<file path="config.mk">
export PLATFORM = sky130hd
export DESIGN_NAME = timer_compare_interrupt_unit
export DESIGN_NICKNAME = d
export VERILOG_FILES = /design/src/sv/tciu_pkg.sv /design/src/sv/tciu_core.sv /design/src/sv/timer_compare_interrupt_unit.sv
export SDC_FILE = /design/constraint.sdc
export NUM_CORES = 1
export LEC_CHECK = 0
export BUFFER_PORTS_ARGS = -buffer_cell sky130_fd_sc_hd__buf_2
export CAP_MARGIN = 15
export CELL_PAD_IN_SITES_DETAIL_PLACEMENT = 1
export CELL_PAD_IN_SITES_GLOBAL_PLACEMENT = 1
export CORE_AREA = 2 2 101 103
export DETAILED_ROUTE_END_ITERATION = 6
export DIE_AREA = 0 0 103 105
export PLACE_DENSITY_LB_ADDON = 0.1
export SLEW_MARGIN = 5
export SYNTH_ARGS = -nofsm -noshare
export SYNTH_HDL_FRONTEND = slang
export SYNTH_SLANG_ARGS = --single-unit
</file>
<file path="constraint.sdc">
create_clock -name clk -period 9.8 [get_ports clk]
set_input_delay 0.49 -clock clk [delete_from_list [all_inputs] [get_ports clk]]
set_output_delay 0.49 -clock clk [all_outputs]
set_load 0.05 [all_outputs]
</file>
<file path="src/sv/tciu_pkg.sv">
// Shared types and constants of the timer compare interrupt unit.
`timescale 1ns / 1ps
`default_nettype none

package tciu_pkg;

    // Item kinds carried in the input tuser
    localparam logic [3:0] KIND_STEP      = 4'd0;
    localparam logic [3:0] KIND_CTL_WR    = 4'd1;
    localparam logic [3:0] KIND_CNT_HI_WR = 4'd2;
    localparam logic [3:0] KIND_CNT_LO_WR = 4'd3;
    localparam logic [3:0] KIND_CNT_HI_RD = 4'd4;
    localparam logic [3:0] KIND_NMI       = 4'd5;
    localparam logic [3:0] KIND_CMP_HI_WR = 4'd6;
    localparam logic [3:0] KIND_CMP_LO_WR = 4'd7;
    localparam logic [3:0] KIND_CMP_ACK   = 4'd8;
    localparam logic [3:0] KIND_WAIT      = 4'd9;
    localparam logic [3:0] KIND_SLEEP     = 4'd10;
    localparam logic [3:0] KIND_T2_CTL_WR = 4'd11;

    // Taken vector codes
    localparam logic [1:0] VEC_NONE = 2'd0;
    localparam logic [1:0] VEC_OCR  = 2'd1;
    localparam logic [1:0] VEC_NMI  = 2'd2;

    // Reset values and register masks
    localparam logic [7:0]  TCTL_RESET     = 8'h00;
    localparam logic [15:0] CNT_RESET      = 16'h0000;
    localparam logic [15:0] CMP_RESET      = 16'hFFFF;
    localparam logic [7:0]  T2CTL_RESET    = 8'h10;
    localparam logic [15:0] CNT_HI_PRESET  = 16'hFFF8;
    localparam logic [7:0]  TCTL_WR_MASK   = 8'h1F;
    localparam logic [7:0]  TCTL_KEEP_MASK = 8'hD0;
    localparam logic [7:0]  TCTL_RD_MASK   = 8'hDF;
    localparam logic [15:0] CMP_ACK_MASK   = 16'hBFFF;
    localparam logic [7:0]  T2CTL_WR_MASK  = 8'h0F;
    localparam logic [7:0]  T2CTL_SET      = 8'h10;
    localparam int unsigned TCTL_ENABLE_BIT = 3;
    localparam logic [3:0]  MAX_CYCLES     = 4'd12;

    typedef struct packed {
        logic [3:0] kind;
        logic [7:0] data;
        logic       irq_masked;
        logic [3:0] instr_cycles;
    } item_t;

    typedef struct packed {
        logic [7:0] read_data;
        logic [1:0] vector_taken;
        logic       push_frame;
        logic       run_instruction;
        logic [3:0] cycles_used;
        logic       compare_pending;
        logic       nmi_pending_out;
    } result_t;

endpackage

`default_nettype wire

</file>
<file path="src/sv/tciu_core.sv">
// Timer and interrupt state with the single-pass update for one item.
`timescale 1ns / 1ps
`default_nettype none

module tciu_core
(
    input  wire              clk,
    input  wire              rst_n,
    input  wire              fire,
    input  tciu_pkg::item_t  item,
    output tciu_pkg::result_t result
);

    logic [7:0]  timer_control_reg,  timer_control_next;
    logic [15:0] free_counter_reg,   free_counter_next;
    logic [15:0] compare_value_reg,  compare_value_next;
    logic [7:0]  high_latch_reg,     high_latch_next;
    logic [7:0]  timer2_control_reg, timer2_control_next;
    logic        nmi_pending_reg,    nmi_pending_next;
    logic        ocr_pending_reg,    ocr_pending_next;
    logic [1:0]  wait_mode_reg,      wait_mode_next;

    logic [3:0]  icyc;
    logic        take_irq;
    logic [15:0] cnt_sum;

    // Saturate the instruction cycle count
    assign icyc = (item.instr_cycles > tciu_pkg::MAX_CYCLES) ? tciu_pkg::MAX_CYCLES
                                                             : item.instr_cycles;
    assign take_irq = (nmi_pending_reg || ocr_pending_reg) && !item.irq_masked;

    // Next state and result for the item in the input register
    always_comb
    begin
        timer_control_next  = timer_control_reg;
        free_counter_next   = free_counter_reg;
        compare_value_next  = compare_value_reg;
        high_latch_next     = high_latch_reg;
        timer2_control_next = timer2_control_reg;
        nmi_pending_next    = nmi_pending_reg;
        ocr_pending_next    = ocr_pending_reg;
        wait_mode_next      = wait_mode_reg;
        result              = '0;
        cnt_sum             = free_counter_reg;

        case (item.kind)
            tciu_pkg::KIND_STEP:
            begin
                if (take_irq)
                begin
                    if (ocr_pending_reg)
                    begin
                        ocr_pending_next    = 1'b0;
                        result.vector_taken = tciu_pkg::VEC_OCR;
                    end
                    else
                    begin
                        nmi_pending_next    = 1'b0;
                        result.vector_taken = tciu_pkg::VEC_NMI;
                    end
                    // sleep is dropped; a waiting CPU already stacked its frame
                    result.push_frame  = !wait_mode_reg[0];
                    wait_mode_next     = 2'b00;
                    result.cycles_used = 4'd1;
                end
                else if (wait_mode_reg != 2'b00)
                begin
                    result.cycles_used = 4'd1;
                end
                else
                begin
                    result.run_instruction = 1'b1;
                    result.cycles_used     = icyc;
                end
                // free counter advance and compare match
                cnt_sum = free_counter_reg + {12'd0, result.cycles_used};
                if (timer_control_reg[tciu_pkg::TCTL_ENABLE_BIT])
                begin
                    if (cnt_sum >= compare_value_reg)
                    begin
                        free_counter_next = cnt_sum - compare_value_reg;
                        ocr_pending_next  = 1'b1;
                    end
                    else
                    begin
                        free_counter_next = cnt_sum;
                    end
                end
            end
            tciu_pkg::KIND_CTL_WR:
            begin
                timer_control_next = (item.data & tciu_pkg::TCTL_WR_MASK)
                                   | (timer_control_reg & tciu_pkg::TCTL_KEEP_MASK);
            end
            tciu_pkg::KIND_CNT_HI_WR:
            begin
                high_latch_next   = item.data;
                free_counter_next = tciu_pkg::CNT_HI_PRESET;
            end
            tciu_pkg::KIND_CNT_LO_WR:
            begin
                free_counter_next = {high_latch_reg, item.data};
            end
            tciu_pkg::KIND_CNT_HI_RD:
            begin
                timer_control_next = timer_control_reg & tciu_pkg::TCTL_RD_MASK;
                result.read_data   = free_counter_reg[15:8];
            end
            tciu_pkg::KIND_NMI:
            begin
                nmi_pending_next = 1'b1;
            end
            tciu_pkg::KIND_CMP_HI_WR:
            begin
                compare_value_next = {item.data, compare_value_reg[7:0]};
            end
            tciu_pkg::KIND_CMP_LO_WR:
            begin
                compare_value_next = {compare_value_reg[15:8], item.data};
            end
            tciu_pkg::KIND_CMP_ACK:
            begin
                compare_value_next = compare_value_reg & tciu_pkg::CMP_ACK_MASK;
            end
            tciu_pkg::KIND_WAIT:
            begin
                wait_mode_next = wait_mode_reg | 2'b01;
            end
            tciu_pkg::KIND_SLEEP:
            begin
                wait_mode_next = wait_mode_reg | 2'b10;
            end
            tciu_pkg::KIND_T2_CTL_WR:
            begin
                timer2_control_next = (item.data & tciu_pkg::T2CTL_WR_MASK)
                                    | tciu_pkg::T2CTL_SET
                                    | (timer2_control_reg & tciu_pkg::TCTL_KEEP_MASK);
            end
            default:
            begin
            end
        endcase

        result.compare_pending = ocr_pending_next;
        result.nmi_pending_out = nmi_pending_next;
    end

    // State registers, updated once per processed item
    always_ff @(posedge clk or negedge rst_n)
    begin
        if (!rst_n)
        begin
            timer_control_reg  <= tciu_pkg::TCTL_RESET;
            free_counter_reg   <= tciu_pkg::CNT_RESET;
            compare_value_reg  <= tciu_pkg::CMP_RESET;
            high_latch_reg     <= 8'h00;
            timer2_control_reg <= tciu_pkg::T2CTL_RESET;
            nmi_pending_reg    <= 1'b0;
            ocr_pending_reg    <= 1'b0;
            wait_mode_reg      <= 2'b00;
        end
        else if (fire)
        begin
            timer_control_reg  <= timer_control_next;
            free_counter_reg   <= free_counter_next;
            compare_value_reg  <= compare_value_next;
            high_latch_reg     <= high_latch_next;
            timer2_control_reg <= timer2_control_next;
            nmi_pending_reg    <= nmi_pending_next;
            ocr_pending_reg    <= ocr_pending_next;
            wait_mode_reg      <= wait_mode_next;
        end
    end

endmodule

`default_nettype wire

</file>
<file path="src/sv/timer_compare_interrupt_unit.sv">
// Top level: input register, state update and output register of the timer unit.
// Usage:
//   One stream in, one stream out. Each input beat is one instruction slot
//   (step) or one timer register access, selected by s_axis_tuser. Every input
//   beat yields exactly one output beat, in order.
//   Path: an accepted beat sits in the input register, is processed against the
//   timer state as it moves into the output register and shows on m_axis
//   from then on. Throughput: one beat per cycle while m_axis_tready is high;
//   the state update is one 16-bit add, compare and subtract between the
//   input and output registers.
//   Stall: when m_axis_tready is low the output register holds its beat, the
//   input register holds one more, and s_axis_tready drops only when both are
//   full. No beat is lost or repeated.
//   Reset (rst_n low, asynchronous): both registers empty, timer control 0x00,
//   counter 0x0000, compare 0xFFFF, timer 2 control 0x10, nothing pending,
//   neither waiting nor sleeping. The unit accepts beats from the first cycle.
`timescale 1ns / 1ps
`default_nettype none

module timer_compare_interrupt_unit
(
    input  wire        clk,
    input  wire        rst_n,
    input  wire        s_axis_tvalid,
    output logic       s_axis_tready,
    input  wire [15:0] s_axis_tdata,  // data[7:0], irq_masked[8], instr_cycles[12:9], zero pad
    input  wire [3:0]  s_axis_tuser,  // kind[3:0]
    output logic       m_axis_tvalid,
    input  wire        m_axis_tready,
    // read_data[7:0], vector_taken[9:8], push_frame[10], run_instruction[11],
    // cycles_used[15:12], compare_pending[16], nmi_pending_out[17], zero pad
    output logic [23:0] m_axis_tdata
);

    logic              in_valid_reg;
    logic              in_valid_next;
    tciu_pkg::item_t   in_item_reg;
    logic              out_valid_reg;
    logic              out_valid_next;
    tciu_pkg::result_t out_result_reg;
    tciu_pkg::result_t core_result;
    logic              fire;

    // Process the held beat whenever the output register is free or draining
    assign fire          = in_valid_reg && (!out_valid_reg || m_axis_tready);
    assign s_axis_tready = !in_valid_reg || fire;

    assign in_valid_next  = (s_axis_tvalid && s_axis_tready) || (in_valid_reg && !fire);
    assign out_valid_next = fire || (out_valid_reg && !m_axis_tready);

    // Input register
    always_ff @(posedge clk or negedge rst_n)
    begin
        if (!rst_n)
        begin
            in_valid_reg <= 1'b0;
        end
        else
        begin
            in_valid_reg <= in_valid_next;
        end
    end

    always_ff @(posedge clk)
    begin
        if (s_axis_tvalid && s_axis_tready)
        begin
            in_item_reg.kind         <= s_axis_tuser;
            in_item_reg.data         <= s_axis_tdata[7:0];
            in_item_reg.irq_masked   <= s_axis_tdata[8];
            in_item_reg.instr_cycles <= s_axis_tdata[12:9];
        end
    end

    tciu_core u_core
    (
        .clk    (clk),
        .rst_n  (rst_n),
        .fire   (fire),
        .item   (in_item_reg),
        .result (core_result)
    );

    // Output register
    always_ff @(posedge clk or negedge rst_n)
    begin
        if (!rst_n)
        begin
            out_valid_reg <= 1'b0;
        end
        else
        begin
            out_valid_reg <= out_valid_next;
        end
    end

    always_ff @(posedge clk)
    begin
        if (fire)
        begin
            out_result_reg <= core_result;
        end
    end

    assign m_axis_tvalid = out_valid_reg;
    assign m_axis_tdata  = {6'd0,
                            out_result_reg.nmi_pending_out,
                            out_result_reg.compare_pending,
                            out_result_reg.cycles_used,
                            out_result_reg.run_instruction,
                            out_result_reg.push_frame,
                            out_result_reg.vector_taken,
                            out_result_reg.read_data};

    // A taken interrupt reports cycles_used of 1 and runs no instruction
    assert property (@(posedge clk) disable iff (!rst_n)
        (out_valid_reg && out_result_reg.vector_taken != tciu_pkg::VEC_NONE)
        |-> (out_result_reg.cycles_used == 4'd1 && !out_result_reg.run_instruction))
        else $error("taken interrupt with wrong cycle cost or instruction run");

    // Stacking is only requested together with a taken vector
    assert property (@(posedge clk) disable iff (!rst_n)
        (out_valid_reg && out_result_reg.push_frame)
        |-> (out_result_reg.vector_taken == tciu_pkg::VEC_OCR
             || out_result_reg.vector_taken == tciu_pkg::VEC_NMI))
        else $error("push_frame without a taken vector");

    // A held beat that is not processed stays in the input register
    assert property (@(posedge clk) disable iff (!rst_n)
        (in_valid_reg && !fire) |=> (in_valid_reg && $stable(in_item_reg)))
        else $error("held input beat lost or changed");

endmodule

`default_nettype wire

</file>
==> summary.md, run 1 <==
| Metric | Value |
|---|---|
| Final WL | `12300 µm` |
| Largest net degree at the start of global routing | `48` |
| Drt first-iter violations | `112` |
| Post-synth top area share | `22.04%` |
| Setup_tns | `0 ps` |
| Worst relative slew slack | `36.17%` |
| Layout cells sized above 1 | `19.42%` |
| Max-cap violations | `0` |
| H-tree depth | `3` |
| Sequential share of the synthesized area | `47.11%` |
| Worst Hold Class | `input port to async pin` |
| Die Height | `105 µm` |
| Max FFs per register | `18` |
| R2R depth | `19` |
| Die X | `103 µm` |
| Post-synth top area cell | `edfxtp_1` |
| VDD IR max | `0.1765 mV` |
| Vias in the first global route | `3905` |
| Flops & latches, synth | `82` |
| Initial Utilization | `49.48%` |
| Post-synth top cells | `41 x nand2_1, 35 x edfxtp_1, 35 x o21ai_0` |
| GP Congestion | `0.8263` |
| Final min period | `5335 ps` |
| Cell Count Post-Placement | `632` |
| Worst setup SP type | `flip-flop` |
| # nets final | `556` |
| Iteration count of the initial detailed-routing pass | `4` |
| CTS root buffer | `clkbuf_8` |
| Power Total | `1726 µW` |
| Layout Area Growth over Synthesis | `9.864%` |
| Clock latency on the worst-skew pair | `360 ps` |
| CTS resizes | `0` |
| Number of diodes | `0` |
| Post-synthesis cell type count | `58` |
| Gr usage total | `24.21%` |
| Top post-synthesis cells by area | `edfxtp_1 22%, dfrtp_1 16%, dfstp_2 8.8%` |
| Wirelength per Cell | `18.98 µm` |
| CORE AREA | `9639 µm²` |
| Final period util | `54.44%` |
| Die Area | `10820 µm²` |
| I/O Buffers | `40` |
| Kind of critical path | `flip-flop to flip-flop` |
| Number of enable flip-flop cells after synthesis | `35` |
| Cell area after synthesis | `4770 µm²` |
| First-pass GRT wire length | `19950 µm` |
| Post-Layout Cell Count | `648` |
| F_max | `187.4 MHz` |
| Flop2flop setup slack | `4460 ps` |
| Slew @ Worst Pin | `952.3 ps` |
| Crit. End Element | `flip-flop` |
| ANT nets after route | `0` |
| Pwr Density | `329.4 nW/µm²` |
| Worst r2r src | `u_core.ocr_pending_reg` |
| Initial antenna violation count | `0` |
| CP Max Fanout | `27` |
| CTS Buf Count | `9` |
| YS warnings | `0` |
| Remaining DRCs | `0` |
| Worst R2R End | `u_core.free_counter_reg[3]` |
| Fillers | `1120` |
| Leakage Power | `0.002141 µW` |
| Clock sink total | `82` |
| Critical Path RT | `10050 ps` |
| Synthesized area per cell | `10.15 µm²` |
| Clk_skew | `10.67 ps` |
| Post-CTS Setup Inserts | `0` |
| Total gr overflow | `0` |
| Std-Cell Rows | `36` |
| HPWL Detailed | `9085 µm` |
| Setup violators final | `0` |
| Final hold violation count | `0` |
| Via/cell ratio | `5.614` |
| Clock buffer depth | `2` |
| Cts hold-fix bufs | `0` |
| Async SR Flop Fraction | `57.32%` |
| Most frequent cell after synthesis | `nand2_1` |
| Core Util, Final | `54.36%` |
| CTS tree | `yes` |
| Status | `completed` |
| Routed via count | `3638` |
| Slew Limit Fails | `0` |
| WP data arrival | `5590 ps` |
| Reg clk slew, reported paths | `90 ps` |
| Multi-input gate area | `2311 µm²` |
| Top FF cell, synth | `edfxtp_1` |
| Top-Level Pins | `50` |
| RSZ-0062 raised after global routing | `no` |
| Syn Inst Count | `470` |
| Register Area | `2247 µm²` |
-- final cells by class --
type / instances / share of cell area (%)
flip-flops and latches: 82 / 42.88
clock inverters: 6 / 0.7402
inverters: 31 / 2.221
well taps: 133 / 3.176
repair buffers: 43 / 4.250
clock buffers: 10 / 2.627
multi-input cells: 343 / 44.10
-- cells in the final DEF (no fill, tap or decap), types with 3 or more instances in the layout --
master	count
conb_1	6
nand3_1	13
o21a_1	5
nor3_1	11
buf_2	40
nand2b_1	10
buf_4	3
or3_1	11
and3_1	6
xor2_1	12
mux2_1	3
o21bai_1	3
edfxtp_1	35
dfrtp_1	31
o21ai_0	35
o22ai_1	3
o21ai_1	3
mux2_2	14
o31ai_1	4
nor2_1	30
dfstp_2	16
inv_1	31
ha_1	20
nand4_1	4
a21o_1	3
a211oi_1	3
a21oi_1	26
nand2_1	41
xnor2_1	11
clkbuf_8	10
o211ai_1	6
a31oi_1	3
nor2b_1	7
nand3b_1	4
and2_1	13
mux2i_1	5
-- logic make-up after synthesis --
family / after synthesis / share of synthesized area [%]
xor+xnor: 23 / 4.223
flops: 82 / 47.11
other cells: 1 / 0.07862
mux: 23 / 5.378
compound gates: 111 / 15.16
simple gates: 158 / 17.03
fa+ha+maj: 22 / 6.086
buf+inv: 50 / 4.932
-- worst max-delay path by stage --
| stage | cells past startpoint | end | from | slack (ps) |
|---|---|---|---|---|
| finish | 19 | u_core.free_counter_reg[3] | u_core.ocr_pending_reg | 4460 |
| global route | 19 | u_core.free_counter_reg[3] | u_core.ocr_pending_reg | 4000 |
| CTS | 19 | u_core.free_counter_reg[3] | u_core.ocr_pending_reg | 4500 |
| detailed placement | 19 | u_core.free_counter_reg[3] | u_core.ocr_pending_reg | 4520 |
| global placement | 18 | u_core.free_counter_reg[3] | u_core.ocr_pending_reg | 4650 |
| floorplan | 18 | u_core.free_counter_reg[3] | u_core.ocr_pending_reg | 5870 |
-- per-layer routing --
| layer | vias to the layer above | track usage, % | wire, µm |
|---|---|---|---|
| li1 | 1750 | - | - |
| met1 | 1803 | 31.64 | 5456 |
| met2 | 65 | 40.82 | 6211 |
| met3 | 20 | 3.278 | 370 |
| met4 | 0 | 8.177 | 258 |
| met5 | - | 0 | 0 |
-- metrics by stage --
| step | setup slack, ps | hold slack [ps] | cell area, µm² |
|---|---|---|---|
| finish | 4465 | 219.9 | 5240 |
| global placement | 4647 | 479.9 | 5064 |
| detailed placement | 4521 | 488.3 | 5064 |
| floorplan | 5868 | 194.4 | 4788 |
| CTS | 4499 | 260.8 | 5240 |
| global route | 3997 | 273.1 | 5240 |
-- critical path, stage by stage, from the launching register on --
cell      delay, ps
dfrtp_1         460
nor2_1          220
nor2_1           90
nor3_1          460
nand3_1         290
inv_1           130
ha_1            150
a21oi_1         100
o211ai_1        400
nor2b_1         350
nand4_1         150
xnor2_1         170
ha_1            360
nand2_1          90
o21ai_0         440
nor2_1          150
a21oi_4         640
mux2_4          370
o221ai_2        140
nand2_1          60
-- power breakdown --
group	total [µW]	internal [µW]	leakage [µW]	switching, µW
clock	228	99.1	0.0000905	129
combinational	977	383	0.00117	594
sequential	521	453	0.000880	68.7
No activity file was read; power rests on OpenSTA's default activity.
==> run 2, diff against run 1 <==
- CORE_AREA: 2 2 101 103 -> 2 2 110 112
- DIE_AREA: 0 0 103 105 -> 0 0 112 114
- clock period: 9.8 -> 4.4 ns (I/O delays scaled with it)
==> run 2 against run 1 <==
Effect of this change:
- the run now ends with negative hold slack left
- clock power increased to 3.2 times the previous value
- worst setup slack got worse by 4300 ps
- worst hold slack got worse by 250 ps
- combinational power increased to 2.7 times the previous value
- global-route usage decreased by 2.4 points
- highest routed layer unchanged
- clock skew decreased by 0.95 ps
==> summary.md, run 2 (same netlist as run 1, synthesis figures left out) <==
| Metric | Value |
|---|---|
| Routed via count | `3766 (+3.5%)` |
| CTS tree | `yes` |
| CP Depth | `22 (+3)` |
| Std-Cell Rows | `40 (+11%)` |
| Critical-path top delay cell | `dfrtp_1` |
| HPWL Detailed | `9844 µm (+8.4%)` |
| Crit. End Element | `flip-flop` |
| Slew @ Worst Pin | `964.3 ps (+12.03 ps)` |
| First-pass GRT wire length | `21350 µm (+7.0%)` |
| Number of diodes | `0 (unchanged)` |
| Vias in the first global route | `3927 (+0.56%)` |
| Worst setup SP type | `flip-flop` |
| CORE AREA | `11710 µm² (+21%)` |
| Clock sink total | `82 (unchanged)` |
| Drt first-iter violations | `179 (+60%)` |
| Max FFs per register | `18 (unchanged)` |
| Number of buffers and inverters on the critical path | `4 (+3)` |
| Initial antenna violation count | `1 (+1)` |
| Remaining DRCs | `0 (unchanged)` |
| Final hold slack | `-26.25 ps (-246.2 ps)` |
| CTS Buf Count | `9 (unchanged)` |
| Status | `complete, but fails checks` |
| Top-Level Pins | `50 (unchanged)` |
| H-tree depth | `3 (unchanged)` |
| Final period util | `95.29% (+41 points)` |
| CTS root buffer | `clkbuf_16` |
| Final WL | `13630 µm (+11%)` |
| Cell Chain, Critical Path | `nor2_4 > nor2_4 > nor3_2 > buf_4 > nand2_1 > ha_2 > inv_1 > fa_2 > nor2b_2 > o31a_1 > buf_4 > nand2_1 > xnor2_1 > ha_1 > nand3_4 > buf_4 > nor2_1 > a31oi_2 > a21oi_4 > mux2_4 > o221ai_2 > nand2_1` |
| Die Area | `12770 µm² (+18%)` |
| CP delay by family, top | `adder cells` |
| GP Congestion | `0.8377 (+1.4%)` |
| CP max stage delay | `410 ps (-230 ps)` |
| Critical Path RT | `4630 ps (-5420 ps)` |
| Post-Layout Cell Count | `691 (+6.6%)` |
| WP data arrival | `4420 ps (-1170 ps)` |
| CP Max Fanout | `8 (-70%)` |
| Gr usage total | `21.85% (-2.4 points)` |
| I/O Buffers | `40 (unchanged)` |
| Setup violators final | `0 (unchanged)` |
| Clk_skew | `9.719 ps (-0.9491 ps)` |
| Pwr Density | `793.1 nW/µm² (+140%)` |
| VDD IR max | `0.3264 mV (+85%)` |
| Violated checks | `negative hold slack` |
| Die X | `112 µm (+8.7%)` |
| Via/cell ratio | `5.450 (-2.9%)` |
| Layout cells sized above 1 | `28.86% (+9.4 points)` |
| Wirelength per Cell | `19.73 µm (+4.0%)` |
| Layout Area Growth over Synthesis | `21.14%` |
| Kind of critical path | `flip-flop to flip-flop` |
| Final min period | `4193 ps (-1142 ps)` |
| Leakage Power | `0.002393 µW (+12%)` |
| Cell Count Post-Placement | `666 (+5.4%)` |
| Iteration count of the initial detailed-routing pass | `4 (unchanged)` |
| Slew Limit Fails | `0 (unchanged)` |
| ANT nets after route | `0 (unchanged)` |
| Initial Utilization | `40.73% (-8.8 points)` |
| Clock buffer depth | `2 (unchanged)` |
| Max-cap violations | `0 (unchanged)` |
| Cts hold-fix bufs | `0 (unchanged)` |
| Final hold violation count | `12 (+12)` |
| Reg clk slew, reported paths | `70 ps (-20 ps)` |
| R2R depth | `22 (+3)` |
| Worst Hold Class | `input port to async pin` |
| Most frequent cells in the layout | `40 x nand2_1, 40 x buf_2, 35 x edfxtp_1` |
| F_max | `238.5 MHz (+27%)` |
| Largest net degree at the start of global routing | `48 (unchanged)` |
| Clock latency on the worst-skew pair | `350 ps (about the same)` |
| # nets final | `585 (+5.2%)` |
| Worst relative slew slack | `35.47% (-0.69 points)` |
| Total gr overflow | `0 (unchanged)` |
| Die Height | `114 µm (+8.6%)` |
==> run 2: cell count changes in the layout (fill, tap and decap cells not counted), moves of 3 or more <==
cell,before,now
buf_4,3,29
clkbuf_16,0,10
clkbuf_8,10,0
ha_1,20,13
xnor2_1,11,6
xnor2_2,0,5
ha_2,0,4
ha_4,0,3
o21ai_0,35,32
o21ai_1,3,6
==> run 2: worst reg2reg max path, delay by kind of cell, from the launching register on <==
family	cells	cell delay [ps]
AO/OA/AOI/OAI	4	860
adder cells (fa/ha/maj)	3	950
flip-flops	1	410
multiplexers	1	350
AND/OR/NAND/NOR	9	810
buffers and inverters	4	540
XOR/XNOR	1	140
==> run 2: repair_timing <==
item	4_1_cts	5_1_grt
gates cloned	0	1
resized for setup	5	33
endpoints found under the setup margin	15	18
buffers inserted	3	5
pin swaps	3	12
==> run 2: report_power, final <==
group / total [µW] / internal [µW] / switching, µW / leakage, µW
registers: 1180 / 1010 / 167 / 0.000880
logic: 2680 / 1190 / 1490 / 0.00138
clock network: 724 / 386 / 338 / 0.000137
==> run 2: metal layers <==
layer,GRT usage [%],routed length [µm],vias up
met5,0,0,-
met4,8.211,313,0
met3,3.082,301,18
met2,36.93,6717,52
met1,28.80,6300,1886
li1,-,-,1810
==> run 2: final timing paths <==
path	start	to	slack (ps)
max	u_core.nmi_pending_reg	u_core.free_counter_reg[3]	210
min	rst_n	u_core.ocr_pending_reg	-30
max reg2reg	u_core.nmi_pending_reg	u_core.free_counter_reg[3]	210
min reg2reg	u_core.compare_value_reg[14]	u_core.compare_value_reg[14]	500
max in group asynchronous	rst_n	u_core.timer_control_reg[3]	3960
min in group clk	s_axis_tdata[7]	in_item_reg[12]	50
==> run 2: cell type report <==
type | instances | area [µm²]
clock buffer | 9 | 225.2
clock inverter | 7 | 50.05
fill | 1333 | 5933
inverter | 31 | 116.4
multi-input combinational | 343 | 2481
sequential | 82 | 2247
tap | 147 | 183.9
timing repair buffer | 72 | 474.2
==> run 2: through the flow <==
step                      cell area (µm²)  TNS (ps)  util, %  setup WS [ps]  power, µW
after CTS                            5555         0    47.44         0.8549       4385
after floorplan                      4788         0        -          468.1       2858
after global routing                 5778    -56.15    49.34         -27.14       4907
after global placement               5239         0    44.73          9.995       3515
final                                5778         0    49.34          207.3       4583
after detailed placement             5239    -284.0    44.73         -61.81       3590
